**config.mk**
```make
export PLATFORM = sky130hd
export DESIGN_NAME = sensor_line_response_parser
export DESIGN_NICKNAME = d
export VERILOG_FILES = /design/src/sv/slrp_pkg.sv /design/src/sv/slrp_ram.sv /design/src/sv/sensor_line_response_parser.sv
export SDC_FILE = /design/constraint.sdc
export NUM_CORES = 1
export LEC_CHECK = 0
export BUFFER_PORTS_ARGS = -buffer_cell sky130_fd_sc_hd__buf_4
export CAP_MARGIN = 0
export CELL_PAD_IN_SITES_DETAIL_PLACEMENT = 0
export CELL_PAD_IN_SITES_GLOBAL_PLACEMENT = 1
export CORE_MARGIN = 3
export CORE_UTILIZATION = 30
export DETAILED_ROUTE_END_ITERATION = 7
export PLACE_DENSITY = 0.52
export SYNTH_ARGS = -nofsm -noshare
export SYNTH_HDL_FRONTEND = slang
export SYNTH_SLANG_ARGS = --single-unit
export TNS_END_PERCENT = 5
```
**constraint.sdc**
```tcl
create_clock -name clk -period 7.41 [get_ports clk]
set_input_delay 1.1115 -clock clk [delete_from_list [all_inputs] [get_ports clk]]
set_output_delay 1.1115 -clock clk [all_outputs]
set_load 0.005 [all_outputs]
```
**src/sv/slrp_pkg.sv**
```systemverilog
// ----------------------------------------------------------------------------
// Sensor line response parser package
// Shared types, byte codes, result kinds and prefix tables.
// ----------------------------------------------------------------------------
package slrp_pkg;

    typedef logic [7:0]  byte_t;
    typedef logic [1:0]  kind_t;
    typedef logic [15:0] value_t;

    localparam int LINE_BUFFER_DEPTH_DEF = 32;

    localparam byte_t BYTE_CR    = 8'h0D;
    localparam byte_t BYTE_LF    = 8'h0A;
    localparam byte_t BYTE_DOT   = 8'h2E;
    localparam byte_t BYTE_EQUAL = 8'h3D;
    localparam byte_t DIGIT_ZERO = 8'h30;

    localparam kind_t KIND_VERSION = 2'd0;
    localparam kind_t KIND_VOLTAGE = 2'd1;
    localparam kind_t KIND_OK      = 2'd2;
    localparam kind_t KIND_PH      = 2'd3;

    localparam logic [3:0] LEN_VERSION = 4'd9;
    localparam logic [3:0] LEN_VOLTAGE = 4'd3;
    localparam logic [3:0] LEN_OK      = 4'd2;
    localparam logic [3:0] LEN_PH      = 4'd4;

    function automatic byte_t char_version(input logic [3:0] idx);
        case (idx)
            4'd0:    return 8'h2B;
            4'd1:    return 8'h56;
            4'd2:    return 8'h45;
            4'd3:    return 8'h52;
            4'd4:    return 8'h53;
            4'd5:    return 8'h49;
            4'd6:    return 8'h4F;
            4'd7:    return 8'h4E;
            4'd8:    return 8'h3D;
            default: return 8'h00;
        endcase
    endfunction

    function automatic byte_t char_voltage(input logic [3:0] idx);
        case (idx)
            4'd0:    return 8'h2B;
            4'd1:    return 8'h56;
            4'd2:    return 8'h3D;
            default: return 8'h00;
        endcase
    endfunction

    function automatic byte_t char_ok(input logic [3:0] idx);
        case (idx)
            4'd0:    return 8'h4F;
            4'd1:    return 8'h4B;
            default: return 8'h00;
        endcase
    endfunction

    function automatic byte_t char_ph(input logic [3:0] idx);
        case (idx)
            4'd0:    return 8'h2B;
            4'd1:    return 8'h50;
            4'd2:    return 8'h48;
            4'd3:    return 8'h3D;
            default: return 8'h00;
        endcase
    endfunction

    // A set bit means the byte at this position keeps that prefix alive.
    function automatic logic [3:0] prefix_hits(input logic [3:0] idx, input byte_t b);
        logic [3:0] hits;
        hits[KIND_VERSION] = (idx >= LEN_VERSION) || (b == char_version(idx));
        hits[KIND_VOLTAGE] = (idx >= LEN_VOLTAGE) || (b == char_voltage(idx));
        hits[KIND_OK]      = (idx >= LEN_OK)      || (b == char_ok(idx));
        hits[KIND_PH]      = (idx >= LEN_PH)      || (b == char_ph(idx));
        return hits;
    endfunction

endpackage

```
**src/sv/slrp_ram.sv**
```systemverilog
// ----------------------------------------------------------------------------
// Generic single-port-write RAM
// One write port and one read port with a registered read.
// ----------------------------------------------------------------------------
module slrp_ram #(
    parameter int WIDTH = 8,
    parameter int DEPTH = 32
) (
    input  logic                     clk,
    input  logic                     wr_en,
    input  logic [$clog2(DEPTH)-1:0] wr_addr,
    input  logic [WIDTH-1:0]         wr_data,
    input  logic [$clog2(DEPTH)-1:0] rd_addr,
    output logic [WIDTH-1:0]         rd_data
);

    logic [WIDTH-1:0] mem_reg [DEPTH];
    logic [WIDTH-1:0] rd_data_reg;

    always_ff @(posedge clk)
    begin
        if (wr_en)
        begin
            mem_reg[wr_addr] <= wr_data;
        end
        rd_data_reg <= mem_reg[rd_addr];
    end

    assign rd_data = rd_data_reg;

endmodule

```
**src/sv/sensor_line_response_parser.sv**
```systemverilog
// ----------------------------------------------------------------------------
// Sensor line response parser
// Buffers received serial bytes and decodes CR LF terminated response lines.
// ----------------------------------------------------------------------------
// A byte that does not end a line is taken and the block stays ready for the
// next byte. A CR LF line end of at least three stored bytes starts a parse
// that reads the line buffer one entry per cycle through its single read
// port; the digit walk of a ph line makes its parse the longest. A decoded
// line gives one word on the output; the block takes no byte while a parse
// runs or while a finished word waits for a free output register.
module sensor_line_response_parser #(
    parameter int LINE_BUFFER_DEPTH = slrp_pkg::LINE_BUFFER_DEPTH_DEF
) (
    input  logic             clk,
    input  logic             rst_n,
    input  logic             in_valid,
    output logic             in_ready,
    input  slrp_pkg::byte_t  rx_byte,
    output logic             out_valid,
    input  logic             out_ready,
    output slrp_pkg::kind_t  line_kind,
    output slrp_pkg::value_t value
);

    import slrp_pkg::*;

    localparam int AW = $clog2(LINE_BUFFER_DEPTH);
    localparam logic [AW-1:0] LAST_IDX = AW'(LINE_BUFFER_DEPTH - 1);

    localparam logic [2:0] S_IDLE  = 3'd0;
    localparam logic [2:0] S_MATCH = 3'd1;
    localparam logic [2:0] S_DIGIT = 3'd2;
    localparam logic [2:0] S_WALK  = 3'd3;
    localparam logic [2:0] S_EMIT  = 3'd4;

    function automatic logic [AW-1:0] wrap_inc(input logic [AW-1:0] p);
        return (p == LAST_IDX) ? '0 : p + AW'(1);
    endfunction

    function automatic logic [AW-1:0] digit_pos(input logic is_ver, input logic [1:0] step);
        logic [3:0] p;
        case (step)
            2'd0:    p = is_ver ? 4'd9  : 4'd3;
            2'd1:    p = is_ver ? 4'd11 : 4'd5;
            default: p = is_ver ? 4'd11 : 4'd6;
        endcase
        return AW'(p);
    endfunction

    logic [2:0]                   state_reg, state_next;
    logic [AW-1:0]                fill_reg, fill_next;
    byte_t                        prev_reg, prev_next;
    logic [LINE_BUFFER_DEPTH-1:0] valid_reg, valid_next;
    logic [AW-1:0]                pos_reg, pos_next;
    logic                         lat_vld_reg, lat_vld_next;
    logic [AW-1:0]                lat_pos_reg, lat_pos_next;
    logic                         rd_valid_reg, rd_valid_next;
    logic [3:0]                   match_reg, match_next;
    kind_t                        kind_reg, kind_next;
    value_t                       acc_reg, acc_next;
    logic [1:0]                   dstep_reg, dstep_next;
    logic [1:0]                   pstep_reg, pstep_next;
    logic [AW-1:0]                wstep_reg, wstep_next;
    byte_t                        wprev_reg, wprev_next;
    logic                         out_valid_reg, out_valid_next;
    kind_t                        line_kind_reg, line_kind_next;
    value_t                       value_reg, value_next;

    logic       ram_we;
    byte_t      ram_rdata;
    byte_t      rd_byte;
    logic       line_end;
    logic [3:0] match_hit;
    value_t     mac_digit;
    value_t     mac_out;

    slrp_ram #(
        .WIDTH (8),
        .DEPTH (LINE_BUFFER_DEPTH)
    ) u_ram (
        .clk     (clk),
        .wr_en   (ram_we),
        .wr_addr (fill_reg),
        .wr_data (rx_byte),
        .rd_addr (pos_reg),
        .rd_data (ram_rdata)
    );

    assign rd_byte   = rd_valid_reg ? ram_rdata : 8'h00;
    assign line_end  = (prev_reg == BYTE_CR) && (rx_byte == BYTE_LF);
    assign match_hit = match_reg & prefix_hits(lat_pos_reg[3:0], rd_byte);
    assign mac_digit = ((state_reg == S_DIGIT) && (kind_reg == KIND_VERSION) &&
                        (pstep_reg == 2'd2)) ? '0 : ({8'h00, rd_byte} - {8'h00, DIGIT_ZERO});
    assign mac_out   = {acc_reg[12:0], 3'b000} + {acc_reg[14:0], 1'b0} + mac_digit;

    always_comb
    begin
        state_next     = state_reg;
        fill_next      = fill_reg;
        prev_next      = prev_reg;
        valid_next     = valid_reg;
        pos_next       = pos_reg;
        lat_vld_next   = lat_vld_reg;
        lat_pos_next   = lat_pos_reg;
        rd_valid_next  = valid_reg[pos_reg];
        match_next     = match_reg;
        kind_next      = kind_reg;
        acc_next       = acc_reg;
        dstep_next     = dstep_reg;
        pstep_next     = pstep_reg;
        wstep_next     = wstep_reg;
        wprev_next     = wprev_reg;
        out_valid_next = out_valid_reg;
        line_kind_next = line_kind_reg;
        value_next     = value_reg;
        ram_we         = 1'b0;

        if (out_valid_reg && out_ready)
        begin
            out_valid_next = 1'b0;
        end

        unique case (state_reg)
            S_IDLE:
            begin
                if (in_valid)
                begin
                    ram_we               = 1'b1;
                    valid_next[fill_reg] = 1'b1;
                    if (line_end)
                    begin
                        if (fill_reg != LAST_IDX)
                        begin
                            valid_next[fill_reg + AW'(1)] = 1'b0;
                        end
                        fill_next = '0;
                        prev_next = 8'h00;
                        if (fill_reg >= AW'(3))
                        begin
                            state_next   = S_MATCH;
                            pos_next     = '0;
                            lat_vld_next = 1'b0;
                            match_next   = 4'b1111;
                        end
                    end
                    else
                    begin
                        fill_next = wrap_inc(fill_reg);
                        prev_next = rx_byte;
                    end
                end
            end
            S_MATCH:
            begin
                pos_next     = wrap_inc(pos_reg);
                lat_vld_next = 1'b1;
                lat_pos_next = pos_reg;
                if (lat_vld_reg)
                begin
                    match_next = match_hit;
                    if (lat_pos_reg == AW'(8))
                    begin
                        lat_vld_next = 1'b0;
                        acc_next     = '0;
                        dstep_next   = 2'd1;
                        pstep_next   = 2'd0;
                        if (match_hit[KIND_VERSION])
                        begin
                            state_next = S_DIGIT;
                            kind_next  = KIND_VERSION;
                            pos_next   = digit_pos(1'b1, 2'd0);
                        end
                        else if (match_hit[KIND_VOLTAGE])
                        begin
                            state_next = S_DIGIT;
                            kind_next  = KIND_VOLTAGE;
                            pos_next   = digit_pos(1'b0, 2'd0);
                        end
                        else if (match_hit[KIND_OK])
                        begin
                            state_next = S_EMIT;
                            kind_next  = KIND_OK;
                        end
                        else if (match_hit[KIND_PH])
                        begin
                            state_next = S_WALK;
                            kind_next  = KIND_PH;
                            pos_next   = AW'(4);
                            wstep_next = '0;
                            wprev_next = BYTE_EQUAL;
                        end
                        else
                        begin
                            state_next = S_IDLE;
                        end
                    end
                end
            end
            S_DIGIT:
            begin
                pos_next     = digit_pos(kind_reg == KIND_VERSION, dstep_reg);
                dstep_next   = dstep_reg + 2'd1;
                lat_vld_next = 1'b1;
                if (lat_vld_reg)
                begin
                    acc_next   = mac_out;
                    pstep_next = pstep_reg + 2'd1;
                    if (pstep_reg == 2'd2)
                    begin
                        state_next = S_EMIT;
                    end
                end
            end
            S_WALK:
            begin
                pos_next     = wrap_inc(pos_reg);
                lat_vld_next = 1'b1;
                if (lat_vld_reg)
                begin
                    if ((wprev_reg == BYTE_CR) || (rd_byte == BYTE_LF))
                    begin
                        state_next = S_EMIT;
                    end
                    else
                    begin
                        if ((rd_byte != BYTE_DOT) && (rd_byte != BYTE_CR))
                        begin
                            acc_next = mac_out;
                        end
                        wprev_next = rd_byte;
                        wstep_next = wstep_reg + AW'(1);
                        if (wstep_reg == LAST_IDX)
                        begin
                            state_next = S_EMIT;
                        end
                    end
                end
            end
            S_EMIT:
            begin
                if (!out_valid_reg || out_ready)
                begin
                    out_valid_next = 1'b1;
                    line_kind_next = kind_reg;
                    value_next     = acc_reg;
                    state_next     = S_IDLE;
                end
            end
            default:
            begin
                state_next = S_IDLE;
            end
        endcase
    end

    always_ff @(posedge clk or negedge rst_n)
    begin
        if (!rst_n)
        begin
            state_reg     <= S_IDLE;
            fill_reg      <= '0;
            prev_reg      <= 8'h00;
            valid_reg     <= '0;
            lat_vld_reg   <= 1'b0;
            dstep_reg     <= 2'd0;
            pstep_reg     <= 2'd0;
            wstep_reg     <= '0;
            out_valid_reg <= 1'b0;
        end
        else
        begin
            state_reg     <= state_next;
            fill_reg      <= fill_next;
            prev_reg      <= prev_next;
            valid_reg     <= valid_next;
            lat_vld_reg   <= lat_vld_next;
            dstep_reg     <= dstep_next;
            pstep_reg     <= pstep_next;
            wstep_reg     <= wstep_next;
            out_valid_reg <= out_valid_next;
        end
    end

    always_ff @(posedge clk)
    begin
        pos_reg       <= pos_next;
        lat_pos_reg   <= lat_pos_next;
        rd_valid_reg  <= rd_valid_next;
        match_reg     <= match_next;
        kind_reg      <= kind_next;
        acc_reg       <= acc_next;
        wprev_reg     <= wprev_next;
        line_kind_reg <= line_kind_next;
        value_reg     <= value_next;
    end

    assign in_ready  = (state_reg == S_IDLE);
    assign out_valid = out_valid_reg;
    assign line_kind = line_kind_reg;
    assign value     = value_reg;

endmodule

```
==> impl_metrics.yaml <==
run_status:
  status: "completed"
floorplan:
  die_height_um: 246
  die_area_um2: 60800
  initial_core_util: 0.305
  dieWidth_um: 246
  io_pins: 32
  core-area_um2: 56800
  rows: 87
synth:
  synthFlopType: "edfxtp_1"
  post-synth-top-area-cell: "edfxtp_1"
  syn_nets: 1284
  synth_area_leaders: "edfxtp_1, dfrtp_1, mux4_2, mux2i_1, nand2_1"
  avgSynthCellArea_um2: 14.2
  yosysUniqueCellTypes: 84
  yosys_warnings: 0
  yosys_register_bits: 389
  netlist_instances: 1224
  yosysSeqAreaShare: 0.647
  synthDominantCellAreaShare: 0.543
  yosysMostFrequentCell: "edfxtp_1"
  synth_common_cells: "edfxtp_1, nand2_1, nor2_1"
  synth_edf_count: 314
  synth-async-reset-ratio: 0.152
  synth.cell_area_um2: 17400
routing:
  drt_wl_total_um: 44700
  vias: 10300
  wl_per_cell_um: 21.9
  first_pass_iters: 4
  drtIter0Drc: 683
  drcViolationCount: 0
  final_antenna_net_count: 0
  drt-vias-per-instance: 5.05
critical_path:
  slowest_delay_ns: 0.68
  critPathBufInv: 0
  slowest_stage: "nor3b_1"
  cp_max_fo: 15
  start_kind: "register"
  worstPathArrival_ns: 5.13
  end_kind: "register"
  critPathKind: "reg -> reg"
  crit_required_ns: 7.71
  crit_family: "compound AO/OA/AOI/OAI gates"
  path_cells: "nor3b_1 > and3_1 > nor2_1 > fa_1 > fa_1 > a21oi_1 > o21ai_0 > a2111oi_0 > o31ai_1 > o41ai_1 > xor2_1 > nor2_1"
global_route:
  met3_usage: 0.0234
  met1_usage: 0.211
  track_usage: 0.149
  antenna_found_initial: 0
  grt_overflow_total: 0
  busiest_layer: "met2"
  grt_pass1_wl_um: 68200
  first_global_vias: 10600
  grtUsageMet2: 0.243
  grt_max_degree: 60
power_and_ir_drop:
  combPwrFrac: 0.074
  power_switching_uw: 1210
  p_clk_frac: 0.412
  p_int_uw: 3800
  max-vdd-ir-drop_mv: 0.261
  swShare: 0.241
  power.density_nw_per_um2: 254
  power_leakage_uw: 0.00639
  p_seq_frac: 0.514
sta:
  tightest_slew_ns: 1.21
  finalHoldViolations: 0
  min_period_over_period: 0.652
  fin_skew_ns: 0.0205
  rsz0062_at_grt: "false"
  finalSetupTns_ns: 0
  fmax_mhz: 207
  setup_viol: 0
  drv_slew: 0
  layout_min_cycle_time_ns: 4.83
  timing.slew.headroom: 0.191
run:
  drv_cap: 0
cts:
  cts_inserted_buffers: 45
  clock_latency_ns: 0.58
  ctsHoldBuffers: 0
  clock_sinks: 389
  clockRootBuffer: "clkbuf_16"
  ctsResizeCount: 0
  cts_buffer_depth: 3
  path_clk_slew_ns: 0.05
  htreeDepth: 2
  postCtsSetupBuffers: 0
  cts_tree: "built"
hold_path:
  hold_path.class: "reg -> reg"
placement:
  port_buffers: 31
  dp_hpwl_um: 28400
  place_congestion: 0.783
layout:
  layout-drive-gt1-share: 0.124
  area_growth_pct: 13.6
  nNetsFinal: 1311
  antennaDiodeCount: 0
  largest_reg_flops: 256
  final_util: 0.347
-- power by group through the flow --
| stage | clock network, µW | registers [µW] | logic, µW |
|---|---|---|---|
| after floorplan | 0 | 2580 | 258 |
| after global placement | 0 | 2620 | 371 |
| after detailed placement | 0 | 2620 | 376 |
| after CTS | 2130 | 2570 | 377 |
| after global routing | 2210 | 2590 | 411 |
| final | 2060 | 2570 | 370 |
-- logic make-up after synthesis --
kind of cell,count (synthesis),synth area share
DFF,389,0.647
and+or+nand+nor,343,0.0937
AOI/OAI and AO/OA,217,0.0917
muxes,114,0.0918
buffers and inverters,85,0.0215
adders and majority gates,48,0.0402
xor gates and xnor gates,28,0.0141
-- final cells by class --
cell class / count / area, µm²
Fill cell: 5518 / 37100
Sequential cell: 389 / 11200
Multi-Input combinational cell: 750 / 5770
Clock buffer: 59 / 1220
Tap cell: 756 / 946
Timing Repair Buffer: 41 / 308
Clock inverter: 24 / 151
Inverter: 24 / 92.6
-- worst register-to-register path: stages (launching register included) --
cell       delay [ns]
dfrtp_1          0.55
nor3b_1          0.68
and3_1           0.47
nor2_1           0.11
fa_1             0.49
fa_1             0.48
a21oi_1          0.16
o21ai_0          0.16
a2111oi_0        0.67
o31ai_1          0.22
o41ai_1          0.34
xor2_1           0.18
nor2_1           0.05
-- final timing paths --
kind | slack [ns] | depth (start not counted) | end | from
worst max-delay path | 2.58 | 12 | acc_reg[14] | state_reg[2]
worst min-delay path | 0.45 | 0 | line_kind[1] | kind_reg[1]
worst max register to register | 2.58 | 12 | acc_reg[14] | state_reg[2]
worst min register to register | 0.45 | 0 | line_kind[1] | kind_reg[1]
max in group asynchronous | 6.23 | 1 | pstep_reg[1] | rst_n
min in group asynchronous | 0.62 | 1 | valid_reg[20] | rst_n
-- per-layer routing --
metal	wire, µm	up-vias	share of wire
met1	21200	5341	0.47
met4	706	0	0.016
met5	0	-	0
met2	21200	157	0.47
met3	1590	46	0.036
li1	-	4770	-
-- placed cells by master (no fill, tap or decap), types with 7 or more instances in the layout --
master,count
nor3_1,14
and2_1,12
dfxtp_1,16
nand3b_1,7
clkinv_1,13
nor2b_1,11
edfxtp_1,314
xnor2_1,16
inv_1,20
nand3_1,16
clkbuf_1,11
o22ai_1,15
mux4_2,36
a21oi_1,40
ha_1,35
fa_1,13
nor2_1,92
dfrtp_1,59
a2bb2oi_1,8
clkbuf_16,46
buf_4,41
or3_1,7
o21ai_0,42
xor2_1,12
and3_1,13
nand2_1,130
o221ai_1,46
o22a_1,12
mux2i_1,77
-- metrics by stage --
stage | instance area (µm²) | worst slack [ns] | power (µW) | hold WS (ns) | cells
6_report | 19700 | 2.58 | 5010 | 0.452 | 2043
5_1_grt | 19700 | 2.04 | 5210 | 0.476 | 2043
4_1_cts | 19700 | 2.53 | 5080 | 0.453 | 2043
3_5_place_dp | 18300 | 2.56 | 2990 | 0.440 | 1960
3_3_place_gp | 18300 | 2.57 | 2990 | 0.436 | 1960
2_1_floorplan | 17400 | 3.26 | 2840 | 0.400 | 1224
(Power assumes the default switching activity.)
